===== src/sv/mstk_pkg.sv =====
package mstk_pkg;

  // default sizes
  localparam int MAX_NODES_DEF = 16;
  localparam int MAX_EDGES_DEF = 32;
  localparam int COST_BITS_DEF = 16;

  // fixed port widths
  localparam int NODE_W  = 4;
  localparam int PCOST_W = 16;
  localparam int TOTAL_W = 20;
  localparam int CFG_W   = 5;
  localparam logic [CFG_W-1:0] NODE_COUNT_RST = 5'd16;

  // cell operation codes
  typedef logic [1:0] cell_mode_t;
  localparam cell_mode_t MODE_HOLD = 2'd0;
  localparam cell_mode_t MODE_LOAD = 2'd1;
  localparam cell_mode_t MODE_ROT  = 2'd2;
  localparam cell_mode_t MODE_CLR  = 2'd3;

  typedef struct packed {
    cell_mode_t mode;
    logic       ins_en;
  } cell_ctl_t;

endpackage


===== src/sv/min_spanning_tree_kruskal.sv =====
// Channel | Direction | Handshake          | Payload
// in_     | input     | in_valid/in_stall  | from_node, to_node, edge_cost, final_edge
// out_    | output    | out_valid/out_stall| tree edge, running total, flags
// cfg_    | input     | cfg_valid/cfg_ready| node_count
//
// Each accepted edge loads into a chain of MAX_EDGES cells that keeps them sorted
// by cost as they arrive. After the final edge the chain is rotated through a
// union-find walk (one cell per cycle at the chain head), then the tree edges are
// emitted in cost order, held by any output stall. Reset is synchronous; in_stall
// is high from the final edge until the last result is in the output register.
module min_spanning_tree_kruskal #(
  parameter int MAX_NODES = mstk_pkg::MAX_NODES_DEF,
  parameter int MAX_EDGES = mstk_pkg::MAX_EDGES_DEF,
  parameter int COST_BITS = mstk_pkg::COST_BITS_DEF
) (
  input  logic                          clk,
  input  logic                          rst_n,
  input  logic                          in_valid,
  output logic                          in_stall,
  input  logic [mstk_pkg::NODE_W-1:0]   in_from_node,
  input  logic [mstk_pkg::NODE_W-1:0]   in_to_node,
  input  logic [mstk_pkg::PCOST_W-1:0]  in_edge_cost,
  input  logic                          in_final_edge,
  output logic                          out_valid,
  input  logic                          out_stall,
  output logic [mstk_pkg::NODE_W-1:0]   out_tree_from,
  output logic [mstk_pkg::NODE_W-1:0]   out_tree_to,
  output logic [mstk_pkg::PCOST_W-1:0]  out_tree_cost,
  output logic [mstk_pkg::TOTAL_W-1:0]  out_running_total,
  output logic                          out_edge_present,
  output logic                          out_last_result,
  output logic                          out_dropped_edges,
  input  logic                          cfg_valid,
  output logic                          cfg_ready,
  input  logic [mstk_pkg::CFG_W-1:0]    cfg_data
);
  import mstk_pkg::*;

  localparam int EW  = $clog2(MAX_EDGES);
  localparam int FW  = EW + 1;
  localparam int NW  = $clog2(MAX_NODES);
  localparam int CW  = NW + 1;
  localparam int D_W = 2 + 2 * NODE_W + COST_BITS;
  localparam int F_HI = D_W - 3;
  localparam int T_HI = D_W - 3 - NODE_W;

  localparam logic [1:0] ST_LOAD = 2'd0;
  localparam logic [1:0] ST_WALK = 2'd1;
  localparam logic [1:0] ST_EMIT = 2'd2;

  logic [1:0]         state_r, state_nxt;
  logic [CFG_W-1:0]   ncnt_r;
  logic [FW-1:0]      fill_r, fill_nxt;
  logic [EW-1:0]      step_r, step_nxt;
  logic [CW-1:0]      acc_r, acc_nxt;
  logic [CW-1:0]      emit_r, emit_nxt;
  logic               drop_r, drop_nxt;
  logic [TOTAL_W-1:0] tot_r, tot_nxt;
  logic [NW-1:0]      lbl_r [MAX_NODES];
  logic [NW-1:0]      lbl_nxt [MAX_NODES];

  logic               ov_r, ov_nxt;
  logic [NODE_W-1:0]  of_r, of_nxt, ot_r, ot_nxt;
  logic [PCOST_W-1:0] oc_r, oc_nxt;
  logic [TOTAL_W-1:0] otot_r, otot_nxt;
  logic               oep_r, oep_nxt, olast_r, olast_nxt, odrop_r, odrop_nxt;

  logic [D_W-1:0] cd   [MAX_EDGES];
  logic           cgt  [MAX_EDGES];
  logic [D_W-1:0] new_d, head_upd;
  cell_ctl_t      ctl;

  logic [CW-1:0]      n_eff;
  logic               in_acc, load_ok, out_free;
  logic [D_W-1:0]     head;
  logic [NODE_W-1:0]  h_f, h_t;
  logic               live, bad, join_e, clr;
  logic [NW-1:0]      la, lb;

  assign cfg_ready = 1'b1;
  assign in_stall  = (state_r != ST_LOAD);
  assign in_acc    = in_valid && !in_stall;
  assign out_free  = !ov_r || !out_stall;

  // effective node count
  always_comb begin
    if (ncnt_r == '0) n_eff = CW'(1);
    else if (int'(ncnt_r) > MAX_NODES) n_eff = CW'(MAX_NODES);
    else n_eff = CW'(ncnt_r);
  end

  assign load_ok = (int'(in_from_node) < int'(n_eff)) && (int'(in_to_node) < int'(n_eff))
                   && (int'(fill_r) < MAX_EDGES);
  assign new_d = {1'b1, 1'b0, in_from_node, in_to_node, COST_BITS'(in_edge_cost)};

  // chain head and union-find decision
  assign head = cd[0];
  assign h_f  = head[F_HI -: NODE_W];
  assign h_t  = head[T_HI -: NODE_W];
  assign bad  = !((int'(h_f) < int'(n_eff)) && (int'(h_t) < int'(n_eff)));
  assign live = (state_r == ST_WALK) && head[D_W-1] && (int'(acc_r) + 1 < int'(n_eff));
  assign la   = lbl_r[NW'(h_f)];
  assign lb   = lbl_r[NW'(h_t)];
  assign join_e = live && !bad && (la != lb);

  always_comb begin
    head_upd = head;
    if (state_r == ST_WALK) head_upd[D_W-2] = join_e;
  end

  // sequencer
  always_comb begin
    state_nxt = state_r;
    fill_nxt  = fill_r;
    step_nxt  = step_r;
    acc_nxt   = acc_r;
    emit_nxt  = emit_r;
    drop_nxt  = drop_r;
    tot_nxt   = tot_r;
    lbl_nxt   = lbl_r;
    ctl.mode  = MODE_HOLD;
    ctl.ins_en = 1'b0;
    clr       = 1'b0;
    ov_nxt    = ov_r && out_stall;
    of_nxt    = of_r;
    ot_nxt    = ot_r;
    oc_nxt    = oc_r;
    otot_nxt  = otot_r;
    oep_nxt   = oep_r;
    olast_nxt = olast_r;
    odrop_nxt = odrop_r;
    unique case (state_r)
      ST_LOAD: begin
        if (in_acc) begin
          ctl.mode   = MODE_LOAD;
          ctl.ins_en = load_ok;
          if (load_ok) fill_nxt = fill_r + FW'(1);
          else drop_nxt = 1'b1;
          if (in_final_edge) begin
            state_nxt = ST_WALK;
            step_nxt  = '0;
          end
        end
      end
      ST_WALK: begin
        ctl.mode = MODE_ROT;
        if (live && bad) drop_nxt = 1'b1;
        if (join_e) begin
          acc_nxt = acc_r + CW'(1);
          for (int k = 0; k < MAX_NODES; k++) begin
            if (lbl_r[k] == lb) lbl_nxt[k] = la;
          end
        end
        step_nxt = step_r + EW'(1);
        if (int'(step_r) == MAX_EDGES - 1) state_nxt = ST_EMIT;
      end
      ST_EMIT: begin
        if (acc_r == '0) begin
          if (out_free) begin
            ov_nxt = 1'b1; of_nxt = '0; ot_nxt = '0; oc_nxt = '0; otot_nxt = '0;
            oep_nxt = 1'b0; olast_nxt = 1'b1; odrop_nxt = drop_r;
            clr = 1'b1;
          end
        end else if (head[D_W-1] && head[D_W-2]) begin
          if (out_free) begin
            ctl.mode  = MODE_ROT;
            tot_nxt   = tot_r + TOTAL_W'(head[COST_BITS-1:0]);
            ov_nxt    = 1'b1;
            of_nxt    = h_f;
            ot_nxt    = h_t;
            oc_nxt    = PCOST_W'(head[COST_BITS-1:0]);
            otot_nxt  = tot_nxt;
            oep_nxt   = 1'b1;
            olast_nxt = (emit_r + CW'(1) == acc_r);
            odrop_nxt = drop_r;
            emit_nxt  = emit_r + CW'(1);
            if (emit_r + CW'(1) == acc_r) clr = 1'b1;
          end
        end else begin
          ctl.mode = MODE_ROT;
        end
      end
      default: state_nxt = ST_LOAD;
    endcase
    // end of run: back to an empty graph
    if (clr) begin
      ctl.mode  = MODE_CLR;
      state_nxt = ST_LOAD;
      fill_nxt  = '0;
      acc_nxt   = '0;
      emit_nxt  = '0;
      drop_nxt  = 1'b0;
      tot_nxt   = '0;
      for (int k = 0; k < MAX_NODES; k++) lbl_nxt[k] = NW'(k);
    end
  end

  // sorted edge chain
  for (genvar i = 0; i < MAX_EDGES; i++) begin : g_cell
    mstk_cell #(.COST_BITS(COST_BITS), .D_W(D_W)) u_cell (
      .clk     (clk),
      .rst_n   (rst_n),
      .ctl     (ctl),
      .prev_d  ((i == 0) ? '0 : cd[(i == 0) ? 0 : i - 1]),
      .prev_gt ((i == 0) ? 1'b0 : cgt[(i == 0) ? 0 : i - 1]),
      .next_d  ((i == MAX_EDGES - 1) ? head_upd : cd[(i == MAX_EDGES - 1) ? 0 : i + 1]),
      .new_d   (new_d),
      .d       (cd[i]),
      .gt      (cgt[i])
    );
  end

  always_ff @(posedge clk) begin
    if (!rst_n) begin
      state_r <= ST_LOAD;
      ncnt_r  <= NODE_COUNT_RST;
      fill_r  <= '0;
      step_r  <= '0;
      acc_r   <= '0;
      emit_r  <= '0;
      drop_r  <= 1'b0;
      tot_r   <= '0;
      ov_r    <= 1'b0;
      for (int k = 0; k < MAX_NODES; k++) lbl_r[k] <= NW'(k);
    end else begin
      state_r <= state_nxt;
      if (cfg_valid && cfg_ready) ncnt_r <= cfg_data;
      fill_r  <= fill_nxt;
      step_r  <= step_nxt;
      acc_r   <= acc_nxt;
      emit_r  <= emit_nxt;
      drop_r  <= drop_nxt;
      tot_r   <= tot_nxt;
      ov_r    <= ov_nxt;
      lbl_r   <= lbl_nxt;
    end
  end

  // output payload
  always_ff @(posedge clk) begin
    of_r    <= of_nxt;
    ot_r    <= ot_nxt;
    oc_r    <= oc_nxt;
    otot_r  <= otot_nxt;
    oep_r   <= oep_nxt;
    olast_r <= olast_nxt;
    odrop_r <= odrop_nxt;
  end

  assign out_valid         = ov_r;
  assign out_tree_from     = of_r;
  assign out_tree_to       = ot_r;
  assign out_tree_cost     = oc_r;
  assign out_running_total = otot_r;
  assign out_edge_present  = oep_r;
  assign out_last_result   = olast_r;
  assign out_dropped_edges = odrop_r;

endmodule


===== src/sv/mstk_cell.sv =====
module mstk_cell #(
  parameter int COST_BITS = mstk_pkg::COST_BITS_DEF,
  parameter int D_W       = 2 + 2 * mstk_pkg::NODE_W + COST_BITS
) (
  input  logic                clk,
  input  logic                rst_n,
  input  mstk_pkg::cell_ctl_t ctl,
  input  logic [D_W-1:0]      prev_d,
  input  logic                prev_gt,
  input  logic [D_W-1:0]      next_d,
  input  logic [D_W-1:0]      new_d,
  output logic [D_W-1:0]      d,
  output logic                gt
);
  import mstk_pkg::*;

  logic [D_W-1:0] d_r;
  logic [D_W-1:0] d_nxt;

  // this cell lies past the insertion point of the new edge (stable order)
  assign gt = !d_r[D_W-1] || (d_r[COST_BITS-1:0] > new_d[COST_BITS-1:0]);
  assign d  = d_r;

  always_comb begin
    d_nxt = d_r;
    unique case (ctl.mode)
      MODE_LOAD: begin
        if (ctl.ins_en) begin
          if (prev_gt) d_nxt = prev_d;
          else if (gt) d_nxt = new_d;
        end
      end
      MODE_ROT:  d_nxt = next_d;
      MODE_CLR:  d_nxt = '0;
      default:   d_nxt = d_r;
    endcase
  end

  always_ff @(posedge clk) begin
    if (!rst_n) d_r <= '0;
    else d_r <= d_nxt;
  end

endmodule


===== config.mk =====
export PLATFORM = sky130hd
export DESIGN_NAME = min_spanning_tree_kruskal
export DESIGN_NICKNAME = d
export VERILOG_FILES = /design/src/sv/mstk_pkg.sv /design/src/sv/min_spanning_tree_kruskal.sv /design/src/sv/mstk_cell.sv
export SDC_FILE = /design/constraint.sdc
export NUM_CORES = 2
export LEC_CHECK = 0
export BUFFER_PORTS_ARGS = -buffer_cell sky130_fd_sc_hd__buf_2
export CELL_PAD_IN_SITES_DETAIL_PLACEMENT = 2
export CELL_PAD_IN_SITES_GLOBAL_PLACEMENT = 2
export CORE_UTILIZATION = 30
export DETAILED_ROUTE_END_ITERATION = 12
export HOLD_SLACK_MARGIN = 0.05
export PLACE_DENSITY_LB_ADDON = 0.1
export SLEW_MARGIN = 20
export SYNTH_ARGS = -nofsm -noshare
export SYNTH_HDL_FRONTEND = slang
export SYNTH_SLANG_ARGS = --single-unit

===== constraint.sdc =====
create_clock -name clk -period 5.82 [get_ports clk]
set_input_delay 0.291 -clock clk [delete_from_list [all_inputs] [get_ports clk]]
set_output_delay 0.291 -clock clk [all_outputs]
set_load 0.1 [all_outputs]

* After elaboration in Yosys (flattened, before gate mapping)
Cells that the tools add are included.
** Word-level totals
- Register bits after elaboration :: 993
- Bits of input ports :: 35
** Cells by class
- Add/sub/neg operators :: 6
- Order comparisons :: 41
- Reductions and logical operators :: 144
- Equality and inequality tests :: 64
- Bitwise operators :: 5
- Mux-type cells :: 189
** Operators by type and width (count)
- $pmux 26 s3 :: 32
- $mux 26 :: 95
- $gt 16x16->1 :: 32
- $reduce_and 3->1 :: 50
- $ne 3x1->1 const B :: 31
- $mux 20 :: 4
- $eq 4x4->1 :: 16
- $mux 16 :: 4
- $mux 4 :: 11
- $logic_not 1->1 :: 36
- $logic_or 1x1->1 :: 33
- $bmux 4 s4 :: 2
- $mux 1 :: 25
- $add 20x16->20 :: 1
- $lt 4x5->1 :: 4
- $mux 5 :: 4
- $mux 2 :: 8
- $reduce_and 4->1 :: 4
- $add 5x1->5 const B :: 3
- $ne 2x2->1 const B :: 6
- $pmux 2 s3 :: 2
- $logic_and 1x1->1 :: 11
- $ge 5x5->1 const B :: 2
- $logic_not 5->1 :: 2
- other kinds (20) :: 31

* Longest topological paths before layout
- Depth in word-level cells :: 12
- Depth in mapped cells :: 16
- Mapped depth without buffers :: 12

* By module
From an unflattened synthesis, not the netlist that was laid out.
** Unflattened totals
- Cells, all modules :: 9584
- Area, all modules :: 76434.6 µm²
** By module, submodules not included
- mstk_cell at g_cell[0].u_cell ... :: times used 27, seq. area each 520.5 µm², cells each 267, area each 2070.7 µm²
- min_spanning_tree_kruskal :: times used 1, seq. area each 3693.5 µm², cells each 1040, area each 10271.1 µm²
- mstk_cell at g_cell[5].u_cell ... :: times used 5, seq. area each 520.5 µm², cells each 267, area each 2050.7 µm²

* Worst setup path after synthesis
Ideal clock, no wire load.
- Kind :: register to register
- Start :: register ov_r (netlist: out_valid)
- End :: register g_cell[13].u_cell.d_r[10]
- Data required time :: 5.674 ns
- Cell stages (with the launch flop) :: 11
- Path buffers :: 3
- Arrival time :: 4.672 ns
- Slack :: 1.002 ns
- Setup time :: 0.146 ns
- Period minus slack after synthesis :: 4.818 ns
- Cells stage by stage :: dfxtp_1 nand2_1 nand2_1 a21oi_1 and2_1 buf_2 nor2_2 clkbuf_1 clkbuf_1 a211oi_1 a211oi_2
** Between the ends
- Longest elaborated chain between the ends :: 10
- Elaborated cells between the ends (all ways) :: 20
- Classes of those cells :: eq/ne (5); mux (11); reduce/logical (4)
** Ends and longest elaborated chain
- start, declared :: RTL line min_spanning_tree_kruskal.sv:62 : logic ov_r, ov_nxt;
- start signal, assigned :: RTL line min_spanning_tree_kruskal.sv:234 : ov_r <= ov_nxt;
- $logic_not 1->1 (*) :: RTL line min_spanning_tree_kruskal.sv:83 : assign out_free = !ov_r || !out_stall;
- $logic_or 1x1->1 (*) :: RTL line min_spanning_tree_kruskal.sv:83
- $mux 2 or $mux 1 (tied branches) :: RTL line min_spanning_tree_kruskal.sv:165 : if (out_free) begin
- $mux 2 or $mux 1 (tied branches) :: RTL line min_spanning_tree_kruskal.sv:164 : end else if (head[D_W-1] && head[D_W-2]) begin
- $mux 2 or $mux 1 (tied branches) :: RTL line min_spanning_tree_kruskal.sv:158 : if (acc_r == '0) begin
- $pmux 2 s3 or $mux 1 (tied branches) :: RTL line min_spanning_tree_kruskal.sv:132 : unique case (state_r)
- $mux 2 (*) :: RTL line min_spanning_tree_kruskal.sv:186 : if (clr) begin
- $eq 2x1->1 or $eq 2x2->1 (tied branches) :: RTL line mstk_cell.sv:26 : unique case (ctl.mode)
- $ne 3x1->1 (no source line), or another cell as far along
- $reduce_and 3->1 (no source line)
- end signal, assigned :: RTL line mstk_cell.sv:41 : else d_r <= d_nxt;
- end, declared :: RTL line mstk_cell.sv:17 : logic [D_W-1:0] d_r;
Every way passes the cells marked *; elsewhere a longest branch is shown, timed or not.
A chain may end at the register's enable or synchronous reset.

* Worst setup path in the final report
- Start :: register g_cell[30].u_cell.d_r[6]
- End :: register g_cell[31].u_cell.d_r[20]
** Between the ends
- Longest elaborated chain between the ends :: 5
- Elaborated cells between the ends (all ways) :: 7
- Classes of those cells :: order compare (1); eq/ne (1); mux (3); reduce/logical (2)
** Ends and longest elaborated chain
- start, declared :: RTL line mstk_cell.sv:17
- start signal, assigned :: RTL line mstk_cell.sv:41
- $gt 16x16->1 (*) :: RTL line mstk_cell.sv:21 : assign gt = !d_r[D_W-1] || (d_r[COST_BITS-1:0] > new_d[COST_BITS-1:0]);
- $logic_or 1x1->1 (*) :: RTL line mstk_cell.sv:21
- $mux 26 :: RTL line mstk_cell.sv:29 : if (prev_gt) d_nxt = prev_d;
- $mux 26 :: RTL line mstk_cell.sv:28 : if (ctl.ins_en) begin
- $pmux 26 s3 :: RTL line mstk_cell.sv:26
- end signal, assigned :: RTL line mstk_cell.sv:41
- end, declared :: RTL line mstk_cell.sv:17
Every way passes the cells marked *; elsewhere a longest branch is shown, timed or not. The select of a mux whose other input is x is not followed.

==> summary.md <==
| Metric | Value |
|---|---|
| Status | complete, no violations |
| Nets@finish | 8559 |
| Syn Nets | 8848 |
| Row count | 173 |
| Dpl cells | 10800 |
| Initial antenna violation count | 25 |
| Critical Path RT | 6.51 ns |
| Worst-Skew Late Latency | 0.82 ns |
| Leakage power | 30.6 nW |
| Pre-antenna DRT Iters | 8 |
| Final period util | 81.3% |
| CP endpoint | g_cell[31].u_cell.d[20]$_SDFFE_PN0P_ |
| Largest net degree at the start of global routing | 188 |
| Pwr Total | 23.7 mW |
| Max-slew violation count | 0 |
| DP HPWL | 247 mm |
| First-pass GRT wire length | 525 mm |
| Minimum clock period | 4.73 ns |
| Die Span Y | 476 um |
| RR Endpoint | g_cell[31].u_cell.d[20]$_SDFFE_PN0P_ |
| Setup violations, final | 0 |
| Clock Sinks | 993 |
| Mapped Area | 0.0675 mm^2 |
| Syn Area/Cell | 8.17 um^2 |
| CTS tree | yes |
| Vias | 70500 |
| Maximum root-to-sink buffer count | 3 |
| Reg2Reg Launch Point | g_cell[30].u_cell.d[6]$_SDFFE_PN0P_ |
| Pwr dens | 311 mW/mm^2 |
| PortBufs | 83 |
| Die ar. | 0.227 mm^2 |
| F_max | 211 MHz |
| WP data arrival | 5.42 ns |
| Core ar. | 0.223 mm^2 |
| Crit end category | flop |
| Remaining Overflow, GRT | 0 |
| Synth Register Bits | 993 |
| Critical path class | flop to flop |
| Vias per cell | 6.37 |
| Vias in the first global route | 73700 |
| Async S/R FF share, synth | 0% |
| Tot GR Track Use | 30.7% |
| Rel. slew slack | 17.5% |
| 1st-iter DRT viols | 5762 |
| Post-synthesis instance total | 8262 |
| Initial core utilization | 30.3% |
| Unrepaired setup endpoints after global routing | false |
| GP Congestion | 0.848 |
| Area growth syn-to-layout | 12.9% |
| Sequential area share after synthesis | 30.2% |
| Hold path startpoint | in_edge_cost[3] |
| Final Skew | 0.0260 ns |
| EDFF count, synth | 47 |
| Worst-Margin Slew | 1.23 ns |
| Startpoint types | flop |
| Finished Layout Cells | 11100 |
| Synth warnings | 0 |
| Number of routed nets with antenna violations | 0 |
| Max-cap violation count | 0 |
| Setup crit start | g_cell[30].u_cell.d[6]$_SDFFE_PN0P_ |
| Top flip-flop cell by instance count after synthesis | dfxtp_1 |
| Clock Pin Slew Worst Setup and Hold Paths | 0.05 ns |
| Number of buffers created by CTS | 139 |
| Setup TNS Final | 0 ns |
| CP Max Fanout | 33 |
| # fillers | 25000 |
| Cells on worst reg2reg path | 11 |
| Hold Crit Class | input port to flop |
| Layout cells sized above 1 | 12.2% |
| Post-Route WL | 361 mm |
| Final hold vios | 0 |
| Io pins | 85 |
| CTS root buffer | clkbuf_16 |
| Cell variety after synth | 94 |
| Peak supply drop | 0.000208 V |
| Number of remaining DRC errors | 0 |
| Htree depth | 4 |
| Die Width | 476 um |
| Reg-to-reg setup timing slack | 1.09 ns |
| Wire length per cell | 32.6 um |
worst max-delay path, stage by stage, from the launching register on:
cell	delay, ns
dfxtp_1	0.91
ha_1	0.39
nand2_1	0.31
o21a_1	0.39
o221ai_1	0.18
a2111oi_0	0.74
o21ai_4	0.11
buf_4	0.33
o31a_1	0.62
buf_12	0.28
o21ai_0	0.21
a21oi_1	0.08
report_power, final:
group	switching, mW	leakage [nW]	internal (mW)
clock	3.78	2.31	5.27
sequential	1.20	8.26	7.51
combinational	3.81	20.0	2.11
total	8.80	30.6	14.9
cells by family after synthesis:
| logic type | Yosys count | synth area share (%) |
|---|---|---|
| compound gates | 3027 | 31.0 |
| other cells | 1 | 0.00556 |
| buf+inv | 900 | 5.45 |
| mux | 320 | 5.74 |
| flops | 993 | 30.2 |
| simple gates | 2362 | 16.0 |
| xor+xnor | 108 | 1.40 |
| fa+ha+maj | 551 | 10.2 |
per-layer routing:
layer,up-vias,wire [um],global-route usage (%)
met4,4,16700,13.8
met2,2040,164000,49.5
met5,-,26,0
li1,31000,-,-
met1,36800,161000,40.6
met3,630,19200,4.02
flip-flops by register name, summed over array words and instances, names as in the netlist, 5 cells and up:
signal,count
tot_r,20
emit_r,5
acc_r,5
fill_r,6
out_running_total,20
lbl_r,64
ncnt_r,5
out_tree_cost,16
g_cell.u_cell.d,832
step_r,5
metrics by stage:
| stage | cell area (um^2) | hold WS (ns) | util [%] | setup slack, ns |
|---|---|---|---|---|
| final | 76200 | 0.166 | 34.2 | 1.09 |
| after floorplan | 67500 | 0.409 | - | 1.00 |
| after global placement | 71100 | 0.445 | 31.9 | 0.992 |
| after CTS | 76100 | 0.0956 | 34.1 | 1.16 |
| after detailed placement | 71300 | 0.453 | 32.0 | 1.18 |
| after global routing | 76200 | 0.159 | 34.2 | 0.914 |
synth_stat cells, types with 50 or more instances:
library cell / count / share of area, %
a311oi_1: 73 / 0.95
nand3_1: 272 / 2.0
ha_1: 550 / 10
a211oi_1: 314 / 3.5
buf_2: 159 / 1.2
a22o_1: 191 / 2.5
a21oi_1: 476 / 3.5
nor2b_1: 53 / 0.49
mux2_2: 216 / 3.6
inv_1: 84 / 0.47
nand2_1: 678 / 3.8
o21a_1: 50 / 0.56
o21ai_0: 559 / 4.1
nand4_1: 166 / 1.5
mux2i_1: 72 / 1.1
a222oi_1: 96 / 1.4
xor2_1: 90 / 1.2
clkbuf_1: 606 / 3.4
dfxtp_1: 946 / 28
and3_1: 124 / 1.1
a221oi_1: 197 / 2.6
a21o_1: 177 / 2.0
nor4_1: 65 / 0.60
o211a_1: 52 / 0.77
a22oi_1: 256 / 2.8
a31oi_1: 364 / 3.4
nor3_1: 111 / 0.82
nor2_1: 762 / 4.2
final cells by class:
class,count,area (um^2),area share [%]
flip-flops and latches,993,20400,26.7
inverters,88,339,0.445
repair buffers,382,3200,4.20
clock buffers,205,4110,5.39
diodes,9,22.5,0.0296
well taps,2975,3720,4.89
multi-input cells,6369,43900,57.6
clock inverters,47,559,0.734
worst min path at each step:
stage | end | slack, ns | cells past startpoint
2_1_floorplan | out_dropped_edges$_DFFE_PP_ | 0.41 | 0
3_5_place_dp | step_r[3]$_SDFFE_PN0P_ | 0.45 | 1
6_report | g_cell[22].u_cell.d[3]$_SDFFE_PN0P_ | 0.17 | 3
3_3_place_gp | step_r[3]$_SDFFE_PN0P_ | 0.44 | 1
5_1_grt | g_cell[6].u_cell.d[15]$_SDFFE_PN0P_ | 0.16 | 4
4_1_cts | g_cell[4].u_cell.d[20]$_SDFFE_PN0P_ | 0.1 | 4
layout by cell type, fill, tap and decap left out, drive strengths merged, types with 22 or more instances in the layout:
| cell | count |
|---|---|
| nor2 | 769 |
| a22oi | 256 |
| o21a | 51 |
| edfxtp | 47 |
| mux4 | 32 |
| o31ai | 22 |
| a21o | 177 |
| a211oi | 338 |
| nand4 | 166 |
| mux2 | 216 |
| a22o | 191 |
| mux2i | 72 |
| a311oi | 73 |
| nor4 | 66 |
| o211a | 52 |
| nand2 | 683 |
| xor2 | 90 |
| nor2b | 53 |
| a21oi | 481 |
| and3 | 124 |
| a222oi | 96 |
| ha | 550 |
| inv | 94 |
| a31oi | 368 |
| dfxtp | 946 |
| clkinv | 32 |
| nand3 | 272 |
| nor3 | 113 |
| buf | 365 |
| o21ai | 589 |
| o2bb2ai | 48 |
| and2 | 45 |
| clkbuf | 205 |
| a221oi | 197 |
what timing repair did:
item,CTS,global route
hold endpoints to repair,16,0
hold buffers,17,0
setup buffers,0,0
resized for setup,0,0
No activity file was read; power rests on OpenSTA's default activity.
